===== src/rtl/core/dss_pkg.sv =====
package dss_pkg;

  localparam int FUNC_W = 2;
  localparam int DATA_W = 32;
  localparam int STATUS_W = 2;
  localparam int CFG_W = 8;
  localparam int CAP_RESET = 100;

  localparam logic signed [DATA_W-1:0] EMPTY_VALUE = -32'sd1;

  typedef enum logic [FUNC_W-1:0] {
    FUNC_PUSH_LOW  = 2'd0,
    FUNC_PUSH_HIGH = 2'd1,
    FUNC_POP_LOW   = 2'd2,
    FUNC_POP_HIGH  = 2'd3
  } func_t;

  typedef enum logic [STATUS_W-1:0] {
    STATUS_DONE  = 2'd0,
    STATUS_FULL  = 2'd1,
    STATUS_EMPTY = 2'd2
  } status_t;

  typedef struct packed {
    logic exec;
  } dss_cmd_t;

endpackage


===== src/rtl/core/dss_req_if.sv =====
interface dss_req_if;
  import dss_pkg::*;

  logic                     valid;
  logic                     ready;
  logic [FUNC_W-1:0]        func;
  logic signed [DATA_W-1:0] push_value;

  modport source(output valid, output func, output push_value, input ready);
  modport sink(input valid, input func, input push_value, output ready);
endinterface


===== src/rtl/core/dss_rsp_if.sv =====
interface dss_rsp_if;
  import dss_pkg::*;

  logic                     valid;
  logic                     ready;
  logic signed [DATA_W-1:0] pop_value;
  logic [STATUS_W-1:0]      status;

  modport source(output valid, output pop_value, output status, input ready);
  modport sink(input valid, input pop_value, input status, output ready);
endinterface


===== src/rtl/core/dss_ctrl.sv =====
module dss_ctrl (
  input  logic              clk,
  input  logic              rst,
  input  logic              req_valid,
  output logic              req_ready,
  output logic              rsp_valid,
  input  logic              rsp_ready,
  output dss_pkg::dss_cmd_t cmd
);
  import dss_pkg::*;

  typedef enum logic {
    ST_IDLE,
    ST_RESULT
  } state_t;

  state_t state;

  assign req_ready = (state == ST_IDLE);
  assign rsp_valid = (state == ST_RESULT);
  assign cmd.exec  = req_valid && req_ready;

  always_ff @(posedge clk) begin
    if (rst) begin
      state <= ST_IDLE;
    end else begin
      unique case (state)
        ST_IDLE: begin
          if (req_valid) begin
            state <= ST_RESULT;
          end
        end
        ST_RESULT: begin
          if (rsp_ready) begin
            state <= ST_IDLE;
          end
        end
        default: begin
          state <= ST_IDLE;
        end
      endcase
    end
  end
endmodule


===== src/rtl/core/dss_datapath.sv =====
module dss_datapath #(
  parameter int MAX_ENTRIES = 128
) (
  input  logic                             clk,
  input  logic                             rst,
  input  dss_pkg::dss_cmd_t                cmd,
  input  logic [dss_pkg::FUNC_W-1:0]       func,
  input  logic signed [dss_pkg::DATA_W-1:0] push_value,
  input  logic                             cfg_we,
  input  logic [dss_pkg::CFG_W-1:0]        cfg_wdata,
  output logic signed [dss_pkg::DATA_W-1:0] pop_value,
  output logic [dss_pkg::STATUS_W-1:0]     status
);
  import dss_pkg::*;

  localparam int AW = (MAX_ENTRIES > 1) ? $clog2(MAX_ENTRIES) : 1;
  localparam int PW = $clog2(MAX_ENTRIES + 1);
  localparam int CW = (PW > CFG_W) ? PW : CFG_W;
  localparam int CAP_RESET_EFF = (CAP_RESET > MAX_ENTRIES) ? MAX_ENTRIES : CAP_RESET;

  logic [DATA_W-1:0] mem [MAX_ENTRIES];

  logic [PW-1:0]     low_cnt;
  logic [PW-1:0]     high_bot;
  logic [PW-1:0]     cap_eff;
  logic [DATA_W-1:0] rd_data;
  logic              from_mem;
  status_t           res_status;

  logic [PW-1:0]     low_cnt_next;
  logic [PW-1:0]     high_bot_next;
  logic [PW-1:0]     cap_sat;
  logic [PW-1:0]     ptr;
  logic              mem_we;
  logic              mem_re;
  status_t           status_next;
  func_t             op;

  always_comb begin
    if (CW'(cfg_wdata) > CW'(MAX_ENTRIES)) begin
      cap_sat = PW'(MAX_ENTRIES);
    end else begin
      cap_sat = PW'(cfg_wdata);
    end
  end

  always_comb begin
    op            = func_t'(func);
    low_cnt_next  = low_cnt;
    high_bot_next = high_bot;
    ptr           = low_cnt;
    mem_we        = 1'b0;
    mem_re        = 1'b0;
    status_next   = STATUS_DONE;
    unique case (op)
      FUNC_PUSH_LOW: begin
        ptr = low_cnt;
        if (low_cnt < high_bot) begin
          mem_we       = 1'b1;
          low_cnt_next = low_cnt + PW'(1);
        end else begin
          status_next = STATUS_FULL;
        end
      end
      FUNC_PUSH_HIGH: begin
        ptr = high_bot - PW'(1);
        if (high_bot > low_cnt) begin
          mem_we        = 1'b1;
          high_bot_next = high_bot - PW'(1);
        end else begin
          status_next = STATUS_FULL;
        end
      end
      FUNC_POP_LOW: begin
        ptr = low_cnt - PW'(1);
        if (low_cnt != '0) begin
          mem_re       = 1'b1;
          low_cnt_next = low_cnt - PW'(1);
        end else begin
          status_next = STATUS_EMPTY;
        end
      end
      FUNC_POP_HIGH: begin
        ptr = high_bot;
        if (high_bot < cap_eff) begin
          mem_re        = 1'b1;
          high_bot_next = high_bot + PW'(1);
        end else begin
          status_next = STATUS_EMPTY;
        end
      end
      default: begin
        status_next = STATUS_DONE;
      end
    endcase
  end

  always_ff @(posedge clk) begin
    if (cmd.exec && mem_we) begin
      mem[ptr[AW-1:0]] <= push_value;
    end
    if (cmd.exec && mem_re) begin
      rd_data <= mem[ptr[AW-1:0]];
    end
  end

  always_ff @(posedge clk) begin
    if (rst) begin
      low_cnt    <= '0;
      high_bot   <= PW'(CAP_RESET_EFF);
      cap_eff    <= PW'(CAP_RESET_EFF);
      from_mem   <= 1'b0;
      res_status <= STATUS_DONE;
    end else if (cfg_we) begin
      low_cnt  <= '0;
      high_bot <= cap_sat;
      cap_eff  <= cap_sat;
    end else if (cmd.exec) begin
      low_cnt    <= low_cnt_next;
      high_bot   <= high_bot_next;
      from_mem   <= mem_re;
      res_status <= status_next;
    end
  end

  always_comb begin
    if (from_mem) begin
      pop_value = rd_data;
    end else if (res_status == STATUS_EMPTY) begin
      pop_value = EMPTY_VALUE;
    end else begin
      pop_value = '0;
    end
  end

  assign status = res_status;
endmodule


===== src/rtl/core/dual_stack_shared_memory.sv =====
// The result of an item is offered in the cycle after the item is accepted.
// A new item is taken only after the previous result has been taken, since the
// block holds one item at a time.
// Reset empties both stacks and sets the capacity to 100, saturated at MAX_ENTRIES.
// Memory contents are not cleared; an entry is only read after it was pushed.
module dual_stack_shared_memory #(
  parameter int MAX_ENTRIES = 128
) (
  input  logic                       clk,
  input  logic                       rst,
  dss_req_if.sink                    req,
  dss_rsp_if.source                  rsp,
  input  logic                       cfg_we,
  input  logic [dss_pkg::CFG_W-1:0]  cfg_wdata
);
  import dss_pkg::*;

  dss_cmd_t cmd;

  dss_ctrl u_ctrl (
    .clk       (clk),
    .rst       (rst),
    .req_valid (req.valid),
    .req_ready (req.ready),
    .rsp_valid (rsp.valid),
    .rsp_ready (rsp.ready),
    .cmd       (cmd)
  );

  dss_datapath #(
    .MAX_ENTRIES (MAX_ENTRIES)
  ) u_datapath (
    .clk        (clk),
    .rst        (rst),
    .cmd        (cmd),
    .func       (req.func),
    .push_value (req.push_value),
    .cfg_we     (cfg_we),
    .cfg_wdata  (cfg_wdata),
    .pop_value  (rsp.pop_value),
    .status     (rsp.status)
  );
endmodule


===== src/flat_wrapper.sv =====
// flat-port wrapper written by rule: the top's interface ports become plain ports
module dual_stack_shared_memory_flat import dss_pkg::*;
#(
  parameter int MAX_ENTRIES = 128
)
  (clk, rst, cfg_we, cfg_wdata, req_valid, req_func, req_push_value, req_ready, rsp_valid, rsp_pop_value, rsp_status, rsp_ready);
  dss_req_if req_i ();
  dss_rsp_if rsp_i ();
  input  logic clk;
  input  logic rst;
  input  logic cfg_we;
  input  logic [dss_pkg::CFG_W-1:0] cfg_wdata;
  input wire logic [$bits(req_i.valid)-1:0] req_valid;
  input wire logic [$bits(req_i.func)-1:0] req_func;
  input wire logic [$bits(req_i.push_value)-1:0] req_push_value;
  output wire logic [$bits(req_i.ready)-1:0] req_ready;
  output wire logic [$bits(rsp_i.valid)-1:0] rsp_valid;
  output wire logic [$bits(rsp_i.pop_value)-1:0] rsp_pop_value;
  output wire logic [$bits(rsp_i.status)-1:0] rsp_status;
  input wire logic [$bits(rsp_i.ready)-1:0] rsp_ready;
  assign req_i.valid = req_valid;
  assign req_i.func = req_func;
  assign req_i.push_value = req_push_value;
  assign req_ready = req_i.ready;
  assign rsp_valid = rsp_i.valid;
  assign rsp_pop_value = rsp_i.pop_value;
  assign rsp_status = rsp_i.status;
  assign rsp_i.ready = rsp_ready;
  dual_stack_shared_memory #(.MAX_ENTRIES(MAX_ENTRIES)) u_core (.clk(clk), .rst(rst), .req(req_i), .rsp(rsp_i), .cfg_we(cfg_we), .cfg_wdata(cfg_wdata));
endmodule

===== config.mk =====
export PLATFORM = sky130hd
export DESIGN_NAME = dual_stack_shared_memory_flat
export DESIGN_NICKNAME = d
export VERILOG_FILES = /design/src/rtl/core/dss_pkg.sv /design/src/rtl/core/dss_req_if.sv /design/src/rtl/core/dss_rsp_if.sv /design/src/rtl/core/dss_ctrl.sv /design/src/rtl/core/dss_datapath.sv /design/src/rtl/core/dual_stack_shared_memory.sv /design/src/flat_wrapper.sv
export SDC_FILE = /design/constraint.sdc
export NUM_CORES = 2
export LEC_CHECK = 0
export BUFFER_PORTS_ARGS = -buffer_cell sky130_fd_sc_hd__buf_2
export CORE_MARGIN = 5
export CORE_UTILIZATION = 55
export DETAILED_ROUTE_END_ITERATION = 10
export PLACE_DENSITY = 0.75
export SKIP_CTS_REPAIR_TIMING = 1
export SLEW_MARGIN = 40
export SYNTH_ARGS = -nofsm -noshare
export SYNTH_HDL_FRONTEND = slang
export SYNTH_HIERARCHICAL = 1
export SYNTH_SLANG_ARGS = --single-unit

===== constraint.sdc =====
create_clock -name clk -period 7.2 [get_ports clk]
set_clock_uncertainty 0.1 [all_clocks]
set_input_delay 1.08 -clock clk [delete_from_list [all_inputs] [get_ports clk]]
set_output_delay 1.08 -clock clk [all_outputs]
set_load 0.05 [all_outputs]

* Word level (Yosys, flattened, before mapping) *
Memories as Yosys holds them, arrays and structs flattened. A register that Yosys moved wholly into a read port is not among the register bits.
Index checks and enable logic that the tools add are counted.

cells by class
  add/sub/neg operators = 4
  multipliers = 0
  div/mod/pow operators = 0
  magnitude comparators = 4
  eq/ne operators = 8
  shifts and indexed selects = 0
  multiplexer cells = 28
  bitwise operators = 2
  reduce and logical (&&, ||, !) cells = 12

operators with widths
  kind                   number
  $mux W32               2
  $mux W8                7
  $pmux W8 S2            2
  $pmux W7 S4            1
  $add A8 B1 Y8 const B  2
  $lt A8 B8 Y1           2
  $sub A8 B1 Y8 const B  2
  $mux W1                10
  $gt A8 B8 Y1           1
  $gt A8 B8 Y1 const B   1
  $pmux W2 S4            1
  $reduce_and A4 Y1      2
  $reduce_bool A8 Y1     1
  $eq A2 B2 Y1 const B   3
  $ne A3 B3 Y1 const B   2
  $pmux W1 S2            3
  $mux W2                2
  $ne A2 B2 Y1 const B   2
  $reduce_bool A2 Y1     2
  $logic_and A1 B1 Y1    3
  $reduce_bool A3 Y1     1
  $eq A2 B1 Y1 const B   1
  $logic_not A2 Y1       1
  $not A1 Y1             2
  other kinds (2)        2

storage, ports and cells
  register bits after elaboration = 28
  latch bits = 0
  RAM bits = 4096
  memory bits (read-only) = 0
  output and inout port bits = 36
  memories kept = 1

memories
  name                   depth  width  read ports  clocked after memory_dff  wr ports  RTL line            text
  u_core.u_datapath.mem  128    32     1           1                         1         dss_datapath.sv:21  logic [DATA_W-1:0] mem [MAX_ENTRIES];

* Depth between registers and ports, before layout *
  depth in word-level cells = 6
  mapped depth = 14

* Cells and area by module *
The synthesis kept the hierarchy.

modules (own cells, without submodules)
  module        times used  cells each  area an instance (sq um)  sequential area each (sq um)
  dss_datapath  1           8486        160569.0                  124499.4
  dss_ctrl      1           5           46.3                      20.0

* Worst setup path before layout *
Ideal clock, no wire load.

  path type = input -> register
  start point = input req_func[1]
  end point = memory u_core.u_datapath.mem[36][0] (enable)
  library setup time = 421 ps
  arrival = 4371 ps
  required time = 6679 ps
  slack = 2308 ps
  stages = 11
  buffers on the path = 6
  cell sequence = buf_2 nand2b_1 mux2_2 nand2_2 buf_2 buf_4 buf_4 buf_2 nand3_1 clkbuf_1 nor2_1

on the way
  cells in the longest elaborated chain, start to end = 5
  elaborated cells between the ends (all ways) = 9

RTL lines
  what                                              RTL line             text
  from (decl)                                       flat_wrapper.sv:14   input wire logic [$bits(req_i.func)-1:0] req_func;
  $eq A2 B1 Y1 or $logic_not A2 Y1 (tied branches)  dss_datapath.sv:55   unique case (op)
  $pmux W1 S2                                       dss_datapath.sv:55
  $logic_and A1 B1 Y1                               dss_datapath.sv:99   if (cmd.exec && mem_we) begin
  $mux W1                                           dss_datapath.sv:99
  $mux W1 (not written as such)                     dss_datapath.sv:100  mem[ptr[AW-1:0]] <= push_value;
  to (decl)                                         dss_datapath.sv:21

Several ways; a longest one is shown, not always the timed one.

* Worst setup path after layout *
  start point = register u_core.u_datapath.high_bot[0]
  end point = register u_core.u_datapath.rd_data[0] (read register of u_core.u_datapath.mem) (data pin)

on the way
  cells in the longest elaborated chain, start to end = 4
  elaborated cells between the ends (all ways) = 6

RTL lines
  what                    RTL line             text
  from (decl)             dss_datapath.sv:24   logic [PW-1:0] high_bot;
  from (signal assigned)  dss_datapath.sv:110  high_bot <= PW'(CAP_RESET_EFF);
  from (signal assigned)  dss_datapath.sv:116  high_bot <= cap_sat;
  from (signal assigned)  dss_datapath.sv:120  high_bot <= high_bot_next;
  $lt A8 B8 Y1            dss_datapath.sv:85   if (high_bot < cap_eff) begin
  $mux W1                 dss_datapath.sv:85
  $pmux W1 S2             dss_datapath.sv:55
  $logic_and A1 B1 Y1     dss_datapath.sv:102  if (cmd.exec && mem_re) begin
  to (decl)               dss_datapath.sv:26   logic [DATA_W-1:0] rd_data;

Several ways; a longest one is shown, not always the timed one.
A chain may end at the register's enable or synchronous reset.

==> impl_summary.log <==
INFO  metric outcome = completed
INFO  metric met1_usage = 40.35%
INFO  metric slowest_stage = sky130_fd_sc_hd__nor4_1
INFO  metric fp.dieH = 550.4 um
INFO  metric io_pins = 83
INFO  metric crit_path_cell_trace = inv_1 -> ha_1 -> nand2b_1 -> mux2_4 -> nand2_8 -> nor2_1 -> nand2_1 -> buf_4 -> a21oi_1 -> nor4_1 -> buf_4 -> nand4_1
INFO  metric seq_area_frac_synth = 77.53%
INFO  metric edff_count_synth = 4128
INFO  metric slew_headroom = 36.58%
INFO  metric transition_time_at_the_pin_with_the_least_slew_margin = 0.9440 ns
INFO  metric setup.worst_path.start_class = flip-flop
INFO  metric globalRouteTotalUtil = 30.32%
INFO  metric hold_path.startpoint = cfg_wdata[2]
INFO  metric timing.setup.tns = 0 ns
INFO  metric synth_seq_cells = 4156
INFO  metric adder_cell_fraction_of_synth_area = 0.1558%
INFO  metric critPathKind = reg2reg
INFO  metric syn_nets = 8558
INFO  metric synth_compound_gate_area_share = 3.783%
INFO  metric slowest_delay = 0.73 ns
INFO  metric cts_made_buffers = 405
INFO  metric timing.critical_path.arrival = 6.09 ns
INFO  metric timing.final.crit_share = 76.42%
INFO  metric start_point_of_the_critical_path = u_core/u_datapath/high_bot[0]$_SDFFE_PP0P_
INFO  metric grt_overflow = 0
INFO  metric area_growth_syn_to_layout = 13.21%
INFO  metric cts_max_level = 5
INFO  metric portBuffers = 82
INFO  metric drt.antenna.violating_nets = 0
INFO  metric yosys.area_share.simple = 5.659%
INFO  metric drt-vias-per-instance = 6.841
INFO  metric syn_avg_cell_area = 18.92 sq um
INFO  metric dr_total_vias = 89490
INFO  metric synth_top_cells_by_area = sky130_fd_sc_hd__edfxtp_1, sky130_fd_sc_hd__mux4_2, sky130_fd_sc_hd__nand2_1, sky130_fd_sc_hd__a211oi_1, sky130_fd_sc_hd__and3_1
INFO  metric timing.critical_path.mode_cell = sky130_fd_sc_hd__buf_4
INFO  metric crit_path_end = u_core/u_datapath/rd_data[0]$_DFFE_PP_
INFO  metric detail_route.first_pass.iterations = 8
INFO  metric maximum_number_of_pins_on_one_net_before_global_route_repair = 134
INFO  metric post_synth_inst_count = 8491
INFO  metric timing_hold_violations_final = 0
INFO  metric synth.mux.area_fraction = 11.09%
INFO  metric critical_register_to_register_path_startpoint = u_core/u_datapath/high_bot[0]$_SDFFE_PP0P_
INFO  metric largest_family_of_logic_cells_by_synthesized_area = multiplexers
INFO  metric grt_first_pass_wirelength = 653.8 mm
INFO  metric yosys.cell_types.count = 80
INFO  metric cts-root-buf = sky130_fd_sc_hd__clkbuf_16
INFO  metric initial_core_util = 55.22%
INFO  metric place_worst_setup_slack = 1.279 ns
INFO  metric final_max_slew_viol_count = 0
INFO  metric final_core_density = 62.52%
INFO  metric async_reset_ff_share = 0%
INFO  metric leading_cell_types_in_the_layout_fill_and_taps_excluded = sky130_fd_sc_hd__edfxtp_1, sky130_fd_sc_hd__nand2_1, sky130_fd_sc_hd__mux4_2
INFO  metric drt_first_iter_violations = 14690
INFO  metric route.final.wire_length = 461.3 mm
INFO  metric power-per-cell-area = 291.8 mW/mm^2
INFO  metric post-route-worst-setup-slack = 1.698 ns
INFO  metric top_usage_layer = met2
INFO  metric netlist.top_cell.by_area = sky130_fd_sc_hd__edfxtp_1
INFO  metric crit_path_end_kind = flip-flop
INFO  metric clk_pin_slew_worst_paths = 0.06 ns
INFO  metric mapped_area = 0.1606 sq mm
INFO  metric post-synth-top-area-fraction = 77.18%
INFO  metric clock_tree.buffer_depth = 4
INFO  metric die-width = 550.4 um
INFO  metric number_of_nets_in_the_finished_design = 8906
INFO  metric timing.reg2reg.setup_slack = 1.70 ns
INFO  metric yosys_warnings = 6
INFO  metric p_leak = 57.48 nW
INFO  metric ys_dominant_reg_cell = sky130_fd_sc_hd__edfxtp_1
INFO  metric mostFrequentLayoutCell = sky130_fd_sc_hd__edfxtp_1
INFO  metric synth_xor_xnor_area_share = 0.04908%
INFO  metric cts_tree = done
INFO  metric worst-endpoint-required = 7.79 ns
INFO  metric drcViolationCount = 0
INFO  metric tritoncts_num_sinks = 4156
INFO  metric worst_r2r_path_depth = 12
INFO  metric global_route.usage.met3 = 7.882%
INFO  metric dpl.hpwl = 264.2 mm
INFO  metric gpl.final_weighted_congestion = 0.9398
INFO  metric hold_crit_path_type = in2reg
INFO  metric irDropWorstVdd = 0.0002609 V
INFO  metric rr_endpoint = u_core/u_datapath/rd_data[0]$_DFFE_PP_
INFO  metric drive_gt1_share = 21.63%
INFO  metric max_clock_freq = 0.1817 GHz
INFO  metric antenna_violations_before_repair = 31
INFO  metric global_routing_usage_on_met2 = 45.37%
INFO  metric first_global_vias = 88620
INFO  metric die_area = 0.3029 sq mm
INFO  metric finalCriticalPeriod = 5.502 ns
INFO  metric cap_viol_max_count = 0
INFO  metric cp_max_fo = 64
INFO  metric number_of_setup_violations_in_the_final_report = 0
INFO  metric placement_rows = 198
INFO  metric core_region_area = 0.2908 sq mm
INFO  metric rsz0062_at_grt = no
INFO  metric wl_per_cell = 35.26 um
INFO  metric worstSkewPairLatency = 1.03 ns
## area by class of cell
type,count,area (sq um)
repair buffers,470,4458
diodes,14,35.03
multi-input cells,3779,34560
clock inverters,253,2838
flip-flops and latches,4156,124500
well taps,3900,4880
fillers,19050,109000
clock buffers,483,10450
inverters,27,101.3
## where the power goes
part,switching (mW),internal (mW)
Clock,9.13,12.0
Combinational,3.51,1.68
Sequential,0.0548,26.7
Total,12.7,40.4
## cells in the mapped netlist (all sizes together) (3+ instances only)
| cell | number |
|---|---|
| edfxtp | 4128 |
| nand2 | 1075 |
| mux4 | 736 |
| buf | 307 |
| clkbuf | 222 |
| a21oi | 205 |
| nor2 | 198 |
| and3 | 192 |
| a211oi | 184 |
| nand3 | 149 |
| o21ai | 136 |
| o22ai | 125 |
| mux2i | 115 |
| nand4 | 108 |
| a32oi | 98 |
| a31oi | 92 |
| nor4 | 64 |
| a21o | 39 |
| nor3 | 39 |
| or3 | 39 |
| or4 | 33 |
| and4 | 32 |
| dfxtp | 28 |
| inv | 26 |
| ha | 20 |
| nor2b | 9 |
| xnor2 | 9 |
| nand2b | 8 |
| mux2 | 7 |
| o211ai | 6 |
| a2111oi | 5 |
| a22oi | 5 |
| and2 | 4 |
| o2111ai | 4 |
| o31ai | 4 |
| a31o | 3 |
| and3b | 3 |
| nor3b | 3 |
| o221ai | 3 |
| o32ai | 3 |
## layer usage
| metal | up-vias | share of wire (%) |
|---|---|---|
| met3 | 1356 | 13 |
| met4 | 16 | 7.6 |
| li1 | 35210 | - |
| met2 | 7110 | 45 |
| met1 | 45810 | 34 |
| met5 | - | 0.024 |
## cells by family after synthesis
logic type	Yosys count
multiplexers	858
buffers and inverters	556
AO/OA/AOI/OAI	929
XOR/XNOR	9
flip-flops	4156
AND/OR/NAND/NOR	1963
adder cells (fa/ha/maj)	20
## worst max-delay path, delay by kind of cell, from the launching register on
kind | cells | cell delay (ns)
multiplexers | 1 | 0.53
AO/OA/AOI/OAI | 1 | 0.13
buffers and inverters | 3 | 0.86
adder cells (fa/ha/maj) | 1 | 0.33
flip-flops | 1 | 0.60
AND/OR/NAND/NOR | 6 | 2.51
## registers in the layout, summed over array words and instances (netlist names)
| signal | flops |
|---|---|
| u_core/u_datapath/mem | 4096 |
| u_core/u_ctrl/rsp_valid | 1 |
| u_core/u_datapath/from_mem | 1 |
| u_core/u_datapath/low_cnt | 8 |
| u_core/u_datapath/cap_eff | 8 |
| u_core/u_datapath/rd_data | 32 |
| u_core/u_datapath/status | 2 |
| u_core/u_datapath/high_bot | 8 |
## per-stage QoR
stage               cell area [sq um]  instances  hold WS (ns)  power (mW)
detailed placement             168200      12330        0.3646       32.25
finish                         181800      13080        0.2731       53.06
global placement               167500      12300        0.3541       32.12
global route                   181800      13070        0.2611       54.49
CTS                            181500      13060        0.2460       53.10
floorplan                      160600       8491        0.3453       30.13
## worst min-delay path by stage
stage / depth (start not counted) / endpoint
after floorplan: 2 / u_core/u_datapath/cap_eff[4]$_SDFFE_PP0P_
after global placement: 2 / u_core/u_datapath/cap_eff[0]$_SDFFE_PP0P_
after detailed placement: 2 / u_core/u_datapath/cap_eff[0]$_SDFFE_PP0P_
after CTS: 3 / u_core/u_datapath/cap_eff[2]$_SDFFE_PP1P_
after global routing: 3 / u_core/u_datapath/cap_eff[2]$_SDFFE_PP1P_
final: 3 / u_core/u_datapath/cap_eff[2]$_SDFFE_PP1P_
Note: power is estimated with default switching activity, not from simulation.
